--- config.mk ---
export PLATFORM = sky130hd
export DESIGN_NAME = touch_gesture_classifier
export DESIGN_NICKNAME = d
export VERILOG_FILES = /design/src/hw/rtl/tgc_pkg.sv /design/src/hw/rtl/touch_gesture_classifier.sv /design/src/hw/rtl/tgc_fifo.sv /design/src/hw/rtl/tgc_front.sv /design/src/hw/rtl/tgc_back.sv
export SDC_FILE = /design/constraint.sdc
export NUM_CORES = 1
export LEC_CHECK = 0
export BUFFER_PORTS_ARGS = -buffer_cell sky130_fd_sc_hd__buf_2
export CAP_MARGIN = 20
export CORE_UTILIZATION = 60
export DETAILED_ROUTE_END_ITERATION = 16
export PLACE_DENSITY_LB_ADDON = 0.2
export SLEW_MARGIN = 20
export SYNTH_ARGS = -nofsm -noshare
export SYNTH_HDL_FRONTEND = slang
export SYNTH_SLANG_ARGS = --single-unit
--- constraint.sdc ---
create_clock -name clk_i -period 17.1 [get_ports clk_i]
set_input_delay 3.42 -clock clk_i [delete_from_list [all_inputs] [get_ports clk_i]]
set_output_delay 3.42 -clock clk_i [all_outputs]
set_load 0.01 [all_outputs]
--- src/hw/rtl/tgc_pkg.sv ---
// ----------------------------------------------------------------------------
// tgc_pkg
// shared codes and types of the touch gesture classifier
// ----------------------------------------------------------------------------
package tgc_pkg;

  localparam logic [1:0] CMD_TICK   = 2'd0;
  localparam logic [1:0] CMD_DOWN   = 2'd1;
  localparam logic [1:0] CMD_MOTION = 2'd2;
  localparam logic [1:0] CMD_UP     = 2'd3;

  localparam int CFG_IDX_W  = 2;
  localparam int CFG_DATA_W = 16;

  localparam logic [CFG_IDX_W-1:0] REG_SLOP_RADIUS  = 2'd0;
  localparam logic [CFG_IDX_W-1:0] REG_PAN_DEADZONE = 2'd1;
  localparam logic [CFG_IDX_W-1:0] REG_HOLD_TIME    = 2'd2;
  localparam logic [CFG_IDX_W-1:0] REG_PAN_INVERT   = 2'd3;

  localparam logic [7:0]  SLOP_RESET     = 8'd16;
  localparam logic [7:0]  DEADZONE_RESET = 8'd24;
  localparam logic [15:0] HOLD_RESET     = 16'd400;

  localparam int         COUNT_W     = 4;
  localparam logic [3:0] FCOUNT_MAX  = 4'd15;

  localparam logic [3:0] DIR_NONE = 4'd0;
  localparam logic [3:0] DIR_N    = 4'd1;
  localparam logic [3:0] DIR_NE   = 4'd2;
  localparam logic [3:0] DIR_E    = 4'd3;
  localparam logic [3:0] DIR_SE   = 4'd4;
  localparam logic [3:0] DIR_S    = 4'd5;
  localparam logic [3:0] DIR_SW   = 4'd6;
  localparam logic [3:0] DIR_W    = 4'd7;
  localparam logic [3:0] DIR_NW   = 4'd8;

  typedef enum logic [2:0] {
    ACT_NONE   = 3'd0,
    ACT_MOVE   = 3'd1,
    ACT_LPRESS = 3'd2,
    ACT_LREL   = 3'd3,
    ACT_RPRESS = 3'd4,
    ACT_RREL   = 3'd5,
    ACT_ESC    = 3'd6
  } action_e;

  // one request's outcome, queued between front and back
  typedef struct packed {
    logic [3:0] scroll_dir;
    logic       scroll_on;
    logic       two;
    action_e    act1;
    action_e    act0;
  } tgc_evt_t;

endpackage

--- src/hw/rtl/touch_gesture_classifier.sv ---
// ----------------------------------------------------------------------------
// touch_gesture_classifier
// classifies touch requests into cursor, button, escape and scroll results
// ----------------------------------------------------------------------------
// Each request passes three steps in the front classifier (operand, square,
// decide), set by the squared-distance multipliers and the gesture state
// commit; the decide step waits while the queue is full. An input register
// takes the next request while the current one is classified. A two-entry
// queue separates the classifier from the result stage, which sends one
// result per cycle while the output is not stalled, one or two results per
// request, last flagged by tlast. A request passes the input register, the
// three steps, the queue and the output register before its first result is out.
// ----------------------------------------------------------------------------
module touch_gesture_classifier #(
  parameter int COORD_WIDTH     = 12,
  parameter int FINGER_ID_WIDTH = 8,
  parameter int QUEUE_DEPTH     = 2,
  localparam int IN_DW  = ((FINGER_ID_WIDTH + 2 * COORD_WIDTH + 32 + 7) / 8) * 8,
  localparam int OUT_DW = ((2 * COORD_WIDTH + 5 + 7) / 8) * 8
) (
  input  logic                           clk_i,
  input  logic                           rst_ni,
  input  logic                           cfg_we_i,
  input  logic [tgc_pkg::CFG_IDX_W-1:0]  cfg_idx_i,
  input  logic [tgc_pkg::CFG_DATA_W-1:0] cfg_wdata_i,
  input  logic                           s_axis_tvalid_i,
  output logic                           s_axis_tready_o,
  // finger_id, pos_x, pos_y, now_ms
  input  logic [IN_DW-1:0]               s_axis_tdata_i,
  // command
  input  logic [1:0]                     s_axis_tuser_i,
  output logic                           m_axis_tvalid_o,
  input  logic                           m_axis_tready_i,
  // out_x, out_y, scroll_on, scroll_dir
  output logic [OUT_DW-1:0]              m_axis_tdata_o,
  // action
  output logic [2:0]                     m_axis_tuser_o,
  output logic                           m_axis_tlast_o
);
  import tgc_pkg::*;

  localparam int CW = COORD_WIDTH;
  localparam int FW = FINGER_ID_WIDTH;
  localparam int QW = $bits(tgc_evt_t) + 4 * CW;

  tgc_evt_t          f_evt, b_evt;
  logic [4*CW-1:0]   f_coords, b_coords;
  logic [QW-1:0]     q_out;
  logic              q_push, q_pop, q_full, q_empty;

  tgc_front #(
    .COORD_WIDTH     (CW),
    .FINGER_ID_WIDTH (FW)
  ) u_front (
    .clk_i       (clk_i),
    .rst_ni      (rst_ni),
    .cfg_we_i    (cfg_we_i),
    .cfg_idx_i   (cfg_idx_i),
    .cfg_wdata_i (cfg_wdata_i),
    .valid_i     (s_axis_tvalid_i),
    .ready_o     (s_axis_tready_o),
    .command_i   (s_axis_tuser_i),
    .finger_id_i (s_axis_tdata_i[FW-1:0]),
    .pos_x_i     (s_axis_tdata_i[FW +: CW]),
    .pos_y_i     (s_axis_tdata_i[FW+CW +: CW]),
    .now_ms_i    (s_axis_tdata_i[FW+2*CW +: 32]),
    .push_o      (q_push),
    .full_i      (q_full),
    .evt_o       (f_evt),
    .coords_o    (f_coords)
  );

  tgc_fifo #(
    .WIDTH (QW),
    .DEPTH (QUEUE_DEPTH)
  ) u_queue (
    .clk_i   (clk_i),
    .rst_ni  (rst_ni),
    .push_i  (q_push),
    .data_i  ({f_coords, f_evt}),
    .pop_i   (q_pop),
    .data_o  (q_out),
    .full_o  (q_full),
    .empty_o (q_empty)
  );

  assign b_evt    = q_out[$bits(tgc_evt_t)-1:0];
  assign b_coords = q_out[QW-1:$bits(tgc_evt_t)];

  tgc_back #(
    .COORD_WIDTH (CW),
    .OUT_DW      (OUT_DW)
  ) u_back (
    .clk_i     (clk_i),
    .rst_ni    (rst_ni),
    .evt_i     (b_evt),
    .coords_i  (b_coords),
    .empty_i   (q_empty),
    .pop_o     (q_pop),
    .m_valid_o (m_axis_tvalid_o),
    .m_ready_i (m_axis_tready_i),
    .m_data_o  (m_axis_tdata_o),
    .m_user_o  (m_axis_tuser_o),
    .m_last_o  (m_axis_tlast_o)
  );

endmodule

--- src/hw/rtl/tgc_fifo.sv ---
// ----------------------------------------------------------------------------
// tgc_fifo
// small show-ahead queue of classified requests
// ----------------------------------------------------------------------------
module tgc_fifo #(
  parameter int WIDTH = 16,
  parameter int DEPTH = 2
) (
  input  logic             clk_i,
  input  logic             rst_ni,
  input  logic             push_i,
  input  logic [WIDTH-1:0] data_i,
  input  logic             pop_i,
  output logic [WIDTH-1:0] data_o,
  output logic             full_o,
  output logic             empty_o
);

  localparam int PW = (DEPTH > 1) ? $clog2(DEPTH) : 1;
  localparam int CW = $clog2(DEPTH + 1);

  logic [WIDTH-1:0] mem_q [DEPTH];
  logic [PW-1:0]    wr_ptr_q, wr_ptr_d, rd_ptr_q, rd_ptr_d;
  logic [CW-1:0]    cnt_q, cnt_d;
  logic             do_push, do_pop;

  assign full_o  = (cnt_q == CW'(DEPTH));
  assign empty_o = (cnt_q == '0);
  assign do_push = push_i && !full_o;
  assign do_pop  = pop_i && !empty_o;
  assign data_o  = mem_q[rd_ptr_q];

  always_comb begin
    wr_ptr_d = wr_ptr_q;
    rd_ptr_d = rd_ptr_q;
    cnt_d    = cnt_q;
    if (do_push) begin
      wr_ptr_d = (wr_ptr_q == PW'(DEPTH - 1)) ? '0 : wr_ptr_q + PW'(1);
    end
    if (do_pop) begin
      rd_ptr_d = (rd_ptr_q == PW'(DEPTH - 1)) ? '0 : rd_ptr_q + PW'(1);
    end
    if (do_push && !do_pop) begin
      cnt_d = cnt_q + CW'(1);
    end else if (do_pop && !do_push) begin
      cnt_d = cnt_q - CW'(1);
    end
  end

  always_ff @(posedge clk_i or negedge rst_ni) begin
    if (!rst_ni) begin
      wr_ptr_q <= '0;
      rd_ptr_q <= '0;
      cnt_q    <= '0;
    end else begin
      wr_ptr_q <= wr_ptr_d;
      rd_ptr_q <= rd_ptr_d;
      cnt_q    <= cnt_d;
    end
  end

  always_ff @(posedge clk_i) begin
    if (do_push) begin
      mem_q[wr_ptr_q] <= data_i;
    end
  end

endmodule

--- src/hw/rtl/tgc_front.sv ---
// ----------------------------------------------------------------------------
// tgc_front
// input register, configuration registers and three-step gesture classifier
// ----------------------------------------------------------------------------
module tgc_front #(
  parameter int COORD_WIDTH     = 12,
  parameter int FINGER_ID_WIDTH = 8
) (
  input  logic                         clk_i,
  input  logic                         rst_ni,
  input  logic                         cfg_we_i,
  input  logic [tgc_pkg::CFG_IDX_W-1:0]  cfg_idx_i,
  input  logic [tgc_pkg::CFG_DATA_W-1:0] cfg_wdata_i,
  input  logic                         valid_i,
  output logic                         ready_o,
  input  logic [1:0]                   command_i,
  input  logic [FINGER_ID_WIDTH-1:0]   finger_id_i,
  input  logic [COORD_WIDTH-1:0]       pos_x_i,
  input  logic [COORD_WIDTH-1:0]       pos_y_i,
  input  logic [31:0]                  now_ms_i,
  output logic                         push_o,
  input  logic                         full_i,
  output tgc_pkg::tgc_evt_t            evt_o,
  output logic [4*COORD_WIDTH-1:0]     coords_o
);
  import tgc_pkg::*;

  localparam int CW  = COORD_WIDTH;
  localparam int FW  = FINGER_ID_WIDTH;
  localparam int SQW = 2 * CW;

  localparam logic [1:0] ST_LOAD = 2'd0;
  localparam logic [1:0] ST_SQ   = 2'd1;
  localparam logic [1:0] ST_DEC  = 2'd2;

  localparam logic [2:0] MODE_IDLE = 3'd0;
  localparam logic [2:0] MODE_PEND = 3'd1;
  localparam logic [2:0] MODE_DRAG = 3'd2;
  localparam logic [2:0] MODE_PAN  = 3'd3;
  localparam logic [2:0] MODE_TWO  = 3'd4;

  // configuration
  logic [7:0]  slop_q, dead_q;
  logic [15:0] hold_time_q;
  logic        invert_q;

  // input register
  logic          ib_valid_q;
  logic [1:0]    ib_cmd_q;
  logic [FW-1:0] ib_fid_q;
  logic [CW-1:0] ib_x_q, ib_y_q;
  logic [31:0]   ib_now_q;
  logic          take;

  // work registers
  logic [1:0]    step_q, step_d;
  logic [1:0]    cmd_q;
  logic [FW-1:0] fid_q;
  logic [CW-1:0] x_q, y_q;
  logic [31:0]   now_q;
  logic          fid_match_q, held_q;
  logic [CW:0]   dx_q, dy_q;
  logic [CW-1:0] ax_q, ay_q;
  logic [15:0]   slop_sq_q, dead_sq_q;
  logic [SQW-1:0] sqx_q, sqy_q;

  // gesture state
  logic [2:0]         mode_q, mode_d;
  logic [COUNT_W-1:0] cnt_q, cnt_d, cnt_inc, cnt_dec;
  logic [FW-1:0]      tracked_q, tracked_d;
  logic [CW-1:0]      ox_q, ox_d, oy_q, oy_d;
  logic [31:0]        hold_start_q, hold_start_d;
  logic               pan_eng_q, pan_eng_d, esc_sent_q, esc_sent_d;
  logic               scroll_q, scroll_d;
  logic [3:0]         dir_q, dir_d;

  logic [CW:0]   dx_c, dy_c;
  logic [31:0]   elapsed;
  logic [SQW:0]  msq;
  logic          slop_hit, dead_hit, commit;
  logic          x_pos, y_pos;
  logic [CW-1:0] cx0, cy0, cx1, cy1;
  tgc_evt_t      evt;

  function automatic logic [3:0] dir_of(logic [CW-1:0] ax, logic [CW-1:0] ay,
                                        logic px, logic py);
    logic [3:0] d;
    if ({1'b0, ax} > {ay, 1'b0}) begin
      d = px ? DIR_E : DIR_W;
    end else if ({1'b0, ay} > {ax, 1'b0}) begin
      d = py ? DIR_S : DIR_N;
    end else if (px) begin
      d = py ? DIR_SE : DIR_NE;
    end else begin
      d = py ? DIR_SW : DIR_NW;
    end
    return d;
  endfunction

  // configuration port
  always_ff @(posedge clk_i or negedge rst_ni) begin
    if (!rst_ni) begin
      slop_q      <= SLOP_RESET;
      dead_q      <= DEADZONE_RESET;
      hold_time_q <= HOLD_RESET;
      invert_q    <= 1'b0;
    end else if (cfg_we_i) begin
      case (cfg_idx_i)
        REG_SLOP_RADIUS:  slop_q      <= cfg_wdata_i[7:0];
        REG_PAN_DEADZONE: dead_q      <= cfg_wdata_i[7:0];
        REG_HOLD_TIME:    hold_time_q <= cfg_wdata_i[15:0];
        REG_PAN_INVERT:   invert_q    <= cfg_wdata_i[0];
        default: ;
      endcase
    end
  end

  // input register accepts the next request while one is in flight
  assign take    = ib_valid_q && (step_q == ST_LOAD);
  assign ready_o = !ib_valid_q || take;

  always_ff @(posedge clk_i or negedge rst_ni) begin
    if (!rst_ni) begin
      ib_valid_q <= 1'b0;
    end else if (ready_o) begin
      ib_valid_q <= valid_i;
    end
  end

  always_ff @(posedge clk_i) begin
    if (ready_o && valid_i) begin
      ib_cmd_q <= command_i;
      ib_fid_q <= finger_id_i;
      ib_x_q   <= pos_x_i;
      ib_y_q   <= pos_y_i;
      ib_now_q <= now_ms_i;
    end
  end

  // operand step
  assign dx_c    = {1'b0, ib_x_q} - {1'b0, ox_q};
  assign dy_c    = {1'b0, ib_y_q} - {1'b0, oy_q};
  assign elapsed = ib_now_q - hold_start_q;

  always_ff @(posedge clk_i) begin
    if (take) begin
      cmd_q       <= ib_cmd_q;
      fid_q       <= ib_fid_q;
      x_q         <= ib_x_q;
      y_q         <= ib_y_q;
      now_q       <= ib_now_q;
      fid_match_q <= (ib_fid_q == tracked_q);
      held_q      <= (elapsed >= {16'd0, hold_time_q});
      dx_q        <= dx_c;
      dy_q        <= dy_c;
      ax_q        <= dx_c[CW] ? CW'(-dx_c) : dx_c[CW-1:0];
      ay_q        <= dy_c[CW] ? CW'(-dy_c) : dy_c[CW-1:0];
      slop_sq_q   <= {8'd0, slop_q} * {8'd0, slop_q};
      dead_sq_q   <= {8'd0, dead_q} * {8'd0, dead_q};
    end
    if (step_q == ST_SQ) begin
      sqx_q <= SQW'(ax_q) * SQW'(ax_q);
      sqy_q <= SQW'(ay_q) * SQW'(ay_q);
    end
  end

  always_comb begin
    step_d = step_q;
    case (step_q)
      ST_LOAD: if (take) step_d = ST_SQ;
      ST_SQ:   step_d = ST_DEC;
      ST_DEC:  if (!full_i) step_d = ST_LOAD;
      default: step_d = ST_LOAD;
    endcase
  end

  // decision step
  assign msq      = {1'b0, sqx_q} + {1'b0, sqy_q};
  assign slop_hit = msq > (SQW + 1)'(slop_sq_q);
  assign dead_hit = msq > (SQW + 1)'(dead_sq_q);
  assign x_pos    = invert_q ? dx_q[CW] : (!dx_q[CW] && (dx_q != '0));
  assign y_pos    = invert_q ? dy_q[CW] : (!dy_q[CW] && (dy_q != '0));
  assign cnt_inc  = (cnt_q == FCOUNT_MAX) ? cnt_q : cnt_q + COUNT_W'(1);
  assign cnt_dec  = (cnt_q == '0) ? cnt_q : cnt_q - COUNT_W'(1);

  always_comb begin
    mode_d       = mode_q;
    cnt_d        = cnt_q;
    tracked_d    = tracked_q;
    ox_d         = ox_q;
    oy_d         = oy_q;
    hold_start_d = hold_start_q;
    pan_eng_d    = pan_eng_q;
    esc_sent_d   = esc_sent_q;
    scroll_d     = scroll_q;
    dir_d        = dir_q;
    evt.act0     = ACT_NONE;
    evt.act1     = ACT_NONE;
    evt.two      = 1'b0;
    cx0          = '0;
    cy0          = '0;
    cx1          = '0;
    cy1          = '0;
    case (cmd_q)
      CMD_TICK: begin
        if (mode_q == MODE_PEND && held_q) mode_d = MODE_PAN;
      end
      CMD_DOWN: begin
        cnt_d = cnt_inc;
        if (mode_q == MODE_PEND && cnt_inc == COUNT_W'(2)) begin
          mode_d     = MODE_TWO;
          esc_sent_d = 1'b0;
        end else if (mode_q == MODE_IDLE) begin
          tracked_d    = fid_q;
          ox_d         = x_q;
          oy_d         = y_q;
          hold_start_d = now_q;
          mode_d       = MODE_PEND;
          pan_eng_d    = 1'b0;
          evt.act0     = ACT_MOVE;
          cx0          = x_q;
          cy0          = y_q;
        end
      end
      default: begin
        if (mode_q == MODE_TWO) begin
          if (cmd_q == CMD_UP) begin
            cnt_d = cnt_dec;
            if (!esc_sent_q) begin
              evt.act0   = ACT_ESC;
              esc_sent_d = 1'b1;
            end
            if (cnt_dec == '0) begin
              mode_d    = MODE_IDLE;
              tracked_d = '0;
            end
          end
        end else if (!fid_match_q) begin
          if (cmd_q == CMD_UP) cnt_d = cnt_dec;
        end else if (cmd_q == CMD_MOTION) begin
          case (mode_q)
            MODE_PEND: begin
              if (slop_hit) begin
                mode_d   = MODE_DRAG;
                evt.act0 = ACT_LPRESS;
                evt.act1 = ACT_MOVE;
                evt.two  = 1'b1;
                cx0      = ox_q;
                cy0      = oy_q;
                cx1      = x_q;
                cy1      = y_q;
              end
            end
            MODE_DRAG: begin
              evt.act0 = ACT_MOVE;
              cx0      = x_q;
              cy0      = y_q;
            end
            MODE_PAN: begin
              if (dead_hit) begin
                scroll_d  = 1'b1;
                pan_eng_d = 1'b1;
                dir_d     = dir_of(ax_q, ay_q, x_pos, y_pos);
              end else begin
                scroll_d = 1'b0;
              end
            end
            default: ;
          endcase
        end else begin
          case (mode_q)
            MODE_PEND: begin
              evt.act0 = ACT_LPRESS;
              evt.act1 = ACT_LREL;
              evt.two  = 1'b1;
              cx0      = x_q;
              cy0      = y_q;
              cx1      = x_q;
              cy1      = y_q;
            end
            MODE_DRAG: begin
              evt.act0 = ACT_LREL;
              cx0      = x_q;
              cy0      = y_q;
            end
            MODE_PAN: begin
              scroll_d = 1'b0;
              dir_d    = DIR_NONE;
              if (!pan_eng_q) begin
                evt.act0 = ACT_RPRESS;
                evt.act1 = ACT_RREL;
                evt.two  = 1'b1;
                cx0      = ox_q;
                cy0      = oy_q;
                cx1      = ox_q;
                cy1      = oy_q;
              end
            end
            default: ;
          endcase
          cnt_d     = cnt_dec;
          mode_d    = MODE_IDLE;
          tracked_d = '0;
        end
      end
    endcase
    evt.scroll_on  = scroll_d;
    evt.scroll_dir = dir_d;
  end

  assign commit   = (step_q == ST_DEC) && !full_i;
  assign push_o   = commit;
  assign evt_o    = evt;
  assign coords_o = {cy1, cx1, cy0, cx0};

  always_ff @(posedge clk_i or negedge rst_ni) begin
    if (!rst_ni) begin
      step_q       <= ST_LOAD;
      mode_q       <= MODE_IDLE;
      cnt_q        <= '0;
      tracked_q    <= '0;
      ox_q         <= '0;
      oy_q         <= '0;
      hold_start_q <= '0;
      pan_eng_q    <= 1'b0;
      esc_sent_q   <= 1'b0;
      scroll_q     <= 1'b0;
      dir_q        <= DIR_NONE;
    end else begin
      step_q <= step_d;
      if (commit) begin
        mode_q       <= mode_d;
        cnt_q        <= cnt_d;
        tracked_q    <= tracked_d;
        ox_q         <= ox_d;
        oy_q         <= oy_d;
        hold_start_q <= hold_start_d;
        pan_eng_q    <= pan_eng_d;
        esc_sent_q   <= esc_sent_d;
        scroll_q     <= scroll_d;
        dir_q        <= dir_d;
      end
    end
  end

endmodule

--- src/hw/rtl/tgc_back.sv ---
// ----------------------------------------------------------------------------
// tgc_back
// expands queued outcomes into result items behind an output register
// ----------------------------------------------------------------------------
module tgc_back #(
  parameter int COORD_WIDTH = 12,
  parameter int OUT_DW      = 32
) (
  input  logic                     clk_i,
  input  logic                     rst_ni,
  input  tgc_pkg::tgc_evt_t        evt_i,
  input  logic [4*COORD_WIDTH-1:0] coords_i,
  input  logic                     empty_i,
  output logic                     pop_o,
  output logic                     m_valid_o,
  input  logic                     m_ready_i,
  output logic [OUT_DW-1:0]        m_data_o,
  output logic [2:0]               m_user_o,
  output logic                     m_last_o
);
  import tgc_pkg::*;

  localparam int CW = COORD_WIDTH;

  logic              valid_q, valid_d;
  logic              idx_q, idx_d;
  logic [OUT_DW-1:0] data_q;
  logic [2:0]        user_q;
  logic              last_q;
  logic              load, fetch, is_last;
  logic [CW-1:0]     sel_x, sel_y;
  action_e           sel_act;

  assign load    = !valid_q || m_ready_i;
  assign fetch   = load && !empty_i;
  assign is_last = idx_q || !evt_i.two;
  assign sel_act = idx_q ? evt_i.act1 : evt_i.act0;
  assign sel_x   = idx_q ? coords_i[2*CW +: CW] : coords_i[0 +: CW];
  assign sel_y   = idx_q ? coords_i[3*CW +: CW] : coords_i[CW +: CW];
  assign pop_o   = fetch && is_last;

  always_comb begin
    valid_d = valid_q;
    idx_d   = idx_q;
    if (load) valid_d = !empty_i;
    if (fetch) idx_d = !is_last;
  end

  always_ff @(posedge clk_i or negedge rst_ni) begin
    if (!rst_ni) begin
      valid_q <= 1'b0;
      idx_q   <= 1'b0;
    end else begin
      valid_q <= valid_d;
      idx_q   <= idx_d;
    end
  end

  always_ff @(posedge clk_i) begin
    if (fetch) begin
      data_q <= OUT_DW'({evt_i.scroll_dir, evt_i.scroll_on, sel_y, sel_x});
      user_q <= sel_act;
      last_q <= is_last;
    end
  end

  assign m_valid_o = valid_q;
  assign m_data_o  = data_q;
  assign m_user_o  = user_q;
  assign m_last_o  = last_q;

endmodule

==> results.ini <==
[outcome]
status=finished, violations left
violations=DRC

[yosys]
synthTopCellsByArea=edfxtp_1 (34%), fa_1 (12%), ha_1 (11%)
synth_cells=3186
ys.flop_type=edfxtp_1
synth.top_cells.by_count=inv_1 (453), edfxtp_1 (409), ha_1 (327), nor2_1 (216), fa_1 (212)
synth_cell_types=84
synth-seq-area-share_pct=42.2
yosys_warnings=0
synth_area_leader_cell=edfxtp_1
syn_area_um2=36200
synth_area_per_cell_um2=11.4
yosysMostFrequentCell=inv_1
ys_ff_latch=529
synth_edf_count=409
postSynth.asyncResetShare_pct=22.7
synth.top_cell.area_share_pct=33.9

[timing]
finalClockSkew_ps=30.1
hold_viol_final=0
fin_ws_ps=10810
setup_tns_ps=0
slew_viol_final=0
fin_crit_ps=6300
final-setup-viol-count=0
worst_pin_slew_ps=1040
slew-limit-headroom_pct=30.8
rsz0062_at_grt=false
post-route-period-util_pct=36.8
fmax_mhz=159

[clock_tree]
clockBufferDepth=3
cts_resized=0
htree_levels=2
postCtsSetupBuffers=0
tritoncts=yes
numCtsBuffers=55
clockRootBuffer=clkbuf_16
clk_pin_slew_worst_paths_ps=70
cts.sinks=529
hold_buffers=0
insertion_delay_ps=620

[critical_path]
r2r-end=u_front.sqx_q[23]$_DFFE_PN_
required_ps=17450
path_max_fanout=9
r2r_slack_ps=10810
r2r_cells=19
crit_path_frequent_cell=fa_1
critPathLaunch=u_front.ax_q[2]$_DFFE_PP_
cp_slowest_stage_delay_ps=730
cp_cell_sequence=clkinv_1, nor2_1, fa_1, ha_1, fa_1, inv_1, fa_1, fa_1, inv_1, ha_1, o21ai_0, inv_1, a2111oi_0, o311ai_1, o211ai_1, a211oi_1, or3_1, a21oi_1, xnor2_1
rr_startpoint=u_front.ax_q[2]$_DFFE_PP_
startpoint_type=register
critPathCapture=u_front.sqx_q[23]$_DFFE_PN_
end_kind=register
crit_slowest_cell=a2111oi_0
path_class=reg -> reg
cp.arrival_ps=6650

[placement]
dp_slack_ps=10920
place_congestion=0.920
io_buffers=123
place_hpwl_um=59800

[hold_path]
hold_path_class=reg -> reg

[floorplanning]
initial_core_util_pct=61.1
boundaryPins=127
coreArea_um2=59400
dieArea_um2=61400
die_w_um=248
die_h_um=248
rows=89

[detailed_routing]
first_iter_violations=1567
dr.pass1.iters=11
wl_per_cell_um=19.6
ant_nets=0
vias_per_cell=5.88
drc_errors=6
vias=24220
drt-total-wl_um=80800

[global_routing]
grt_util_all_layers_pct=27.0
grt-ovfl-total=0
grt_max_degree=85
grt_pass1_vias=25020
antenna_found_initial=1
grt_pass1_wl_um=129000

[flow_run]
max_cap_viol_count=0

[layout]
layout-drive-gt1-share_pct=12.8
area_growth_pct=9.53
nets=3926
antennaDiodeCount=0

==> final cells by class <==
cell class                      count  area [µm²]
Multi-Input combinational cell   2111       18900
Tap cell                          773         967
Fill cell                        4467       19600
Timing Repair Buffer              141         757
Inverter                          460        1730
Clock buffer                       68        1470
Clock inverter                     36         578
Sequential cell                   529       15300
==> flip-flops by register name, indices dropped and copies added (netlist names), 13 cells and up <==
name                  flops
u_front.dx_q             13
u_front.slop_sq_q        15
u_front.hold_start_q     32
u_front.sqx_q            23
u_front.sqy_q            23
u_front.now_q            32
u_back.m_data_o          29
u_front.ib_now_q         32
u_front.dead_sq_q        15
u_queue.mem_q           118
u_front.hold_time_q      16
==> logic make-up after synthesis <==
logic type | count (synthesis) | share of synthesized area [%]
AND/OR/NAND/NOR | 741 | 9.97
buffers and inverters | 550 | 5.85
adder cells (fa/ha/maj) | 539 | 23.0
multiplexers | 130 | 4.83
flip-flops | 529 | 42.2
XOR/XNOR | 166 | 4.01
other | 1 | 0.0103
AO/OA/AOI/OAI | 530 | 10.1
==> worst max-delay path, delay by kind of cell, from the launching register on <==
family | cells | cell delay, ps
and+or+nand+nor | 2 | 630
DFF | 1 | 630
buffers and inverters | 4 | 580
adders and majority gates | 6 | 2460
AOI/OAI and AO/OA | 6 | 1660
xor gates and xnor gates | 1 | 80
==> how the worst min path moves through the flow <==
stage	startpoint	end	depth (start not counted)
after floorplan	u_front.ib_cmd_q[0]$_DFFE_PP_	u_front.cmd_q[0]$_DFFE_PP_	0
after global placement	u_front.ib_cmd_q[0]$_DFFE_PP_	u_front.cmd_q[0]$_DFFE_PP_	0
after detailed placement	u_front.ib_cmd_q[0]$_DFFE_PP_	u_front.cmd_q[0]$_DFFE_PP_	0
after CTS	u_front.ib_cmd_q[0]$_DFFE_PP_	u_front.cmd_q[0]$_DFFE_PP_	0
after global routing	u_front.ib_cmd_q[0]$_DFFE_PP_	u_front.cmd_q[0]$_DFFE_PP_	0
final	u_front.ib_cmd_q[0]$_DFFE_PP_	u_front.cmd_q[0]$_DFFE_PP_	0
==> per-stage QoR <==
| stage | cell area (µm²) | utilization, % | hold WS [ps] | std cells |
|---|---|---|---|---|
| final | 39700 | 66.9 | 423 | 4118 |
| after global routing | 39700 | 66.9 | 437 | 4118 |
| after CTS | 39700 | 66.9 | 425 | 4118 |
| after detailed placement | 37700 | 63.4 | 411 | 4014 |
| after global placement | 37700 | 63.4 | 402 | 4014 |
| after floorplan | 36300 | - | 400 | 3190 |
==> layout by cell type, fill, tap and decap left out, drive strengths merged, types with 99 or more instances in the layout <==
| master | n |
|---|---|
| inv | 460 |
| edfxtp | 409 |
| ha | 327 |
| nor2 | 217 |
| fa | 212 |
| nand2 | 172 |
| buf | 141 |
| a21oi | 122 |
| xnor2 | 119 |
| dfrtp | 114 |
| mux2 | 99 |
==> metal layers <==
layer | up-vias | GRT usage (%) | routed length, µm
met4 | 0 | 10.4 | 2730
met5 | - | 0 | 0
met3 | 156 | 3.36 | 4120
met1 | 12019 | 35.5 | 33900
met2 | 678 | 45.7 | 40100
li1 | 11367 | - | -
Power is left out: the tool's default activity adds up to more than one toggle a clock period on the data nets, which glitch-free logic cannot reach.
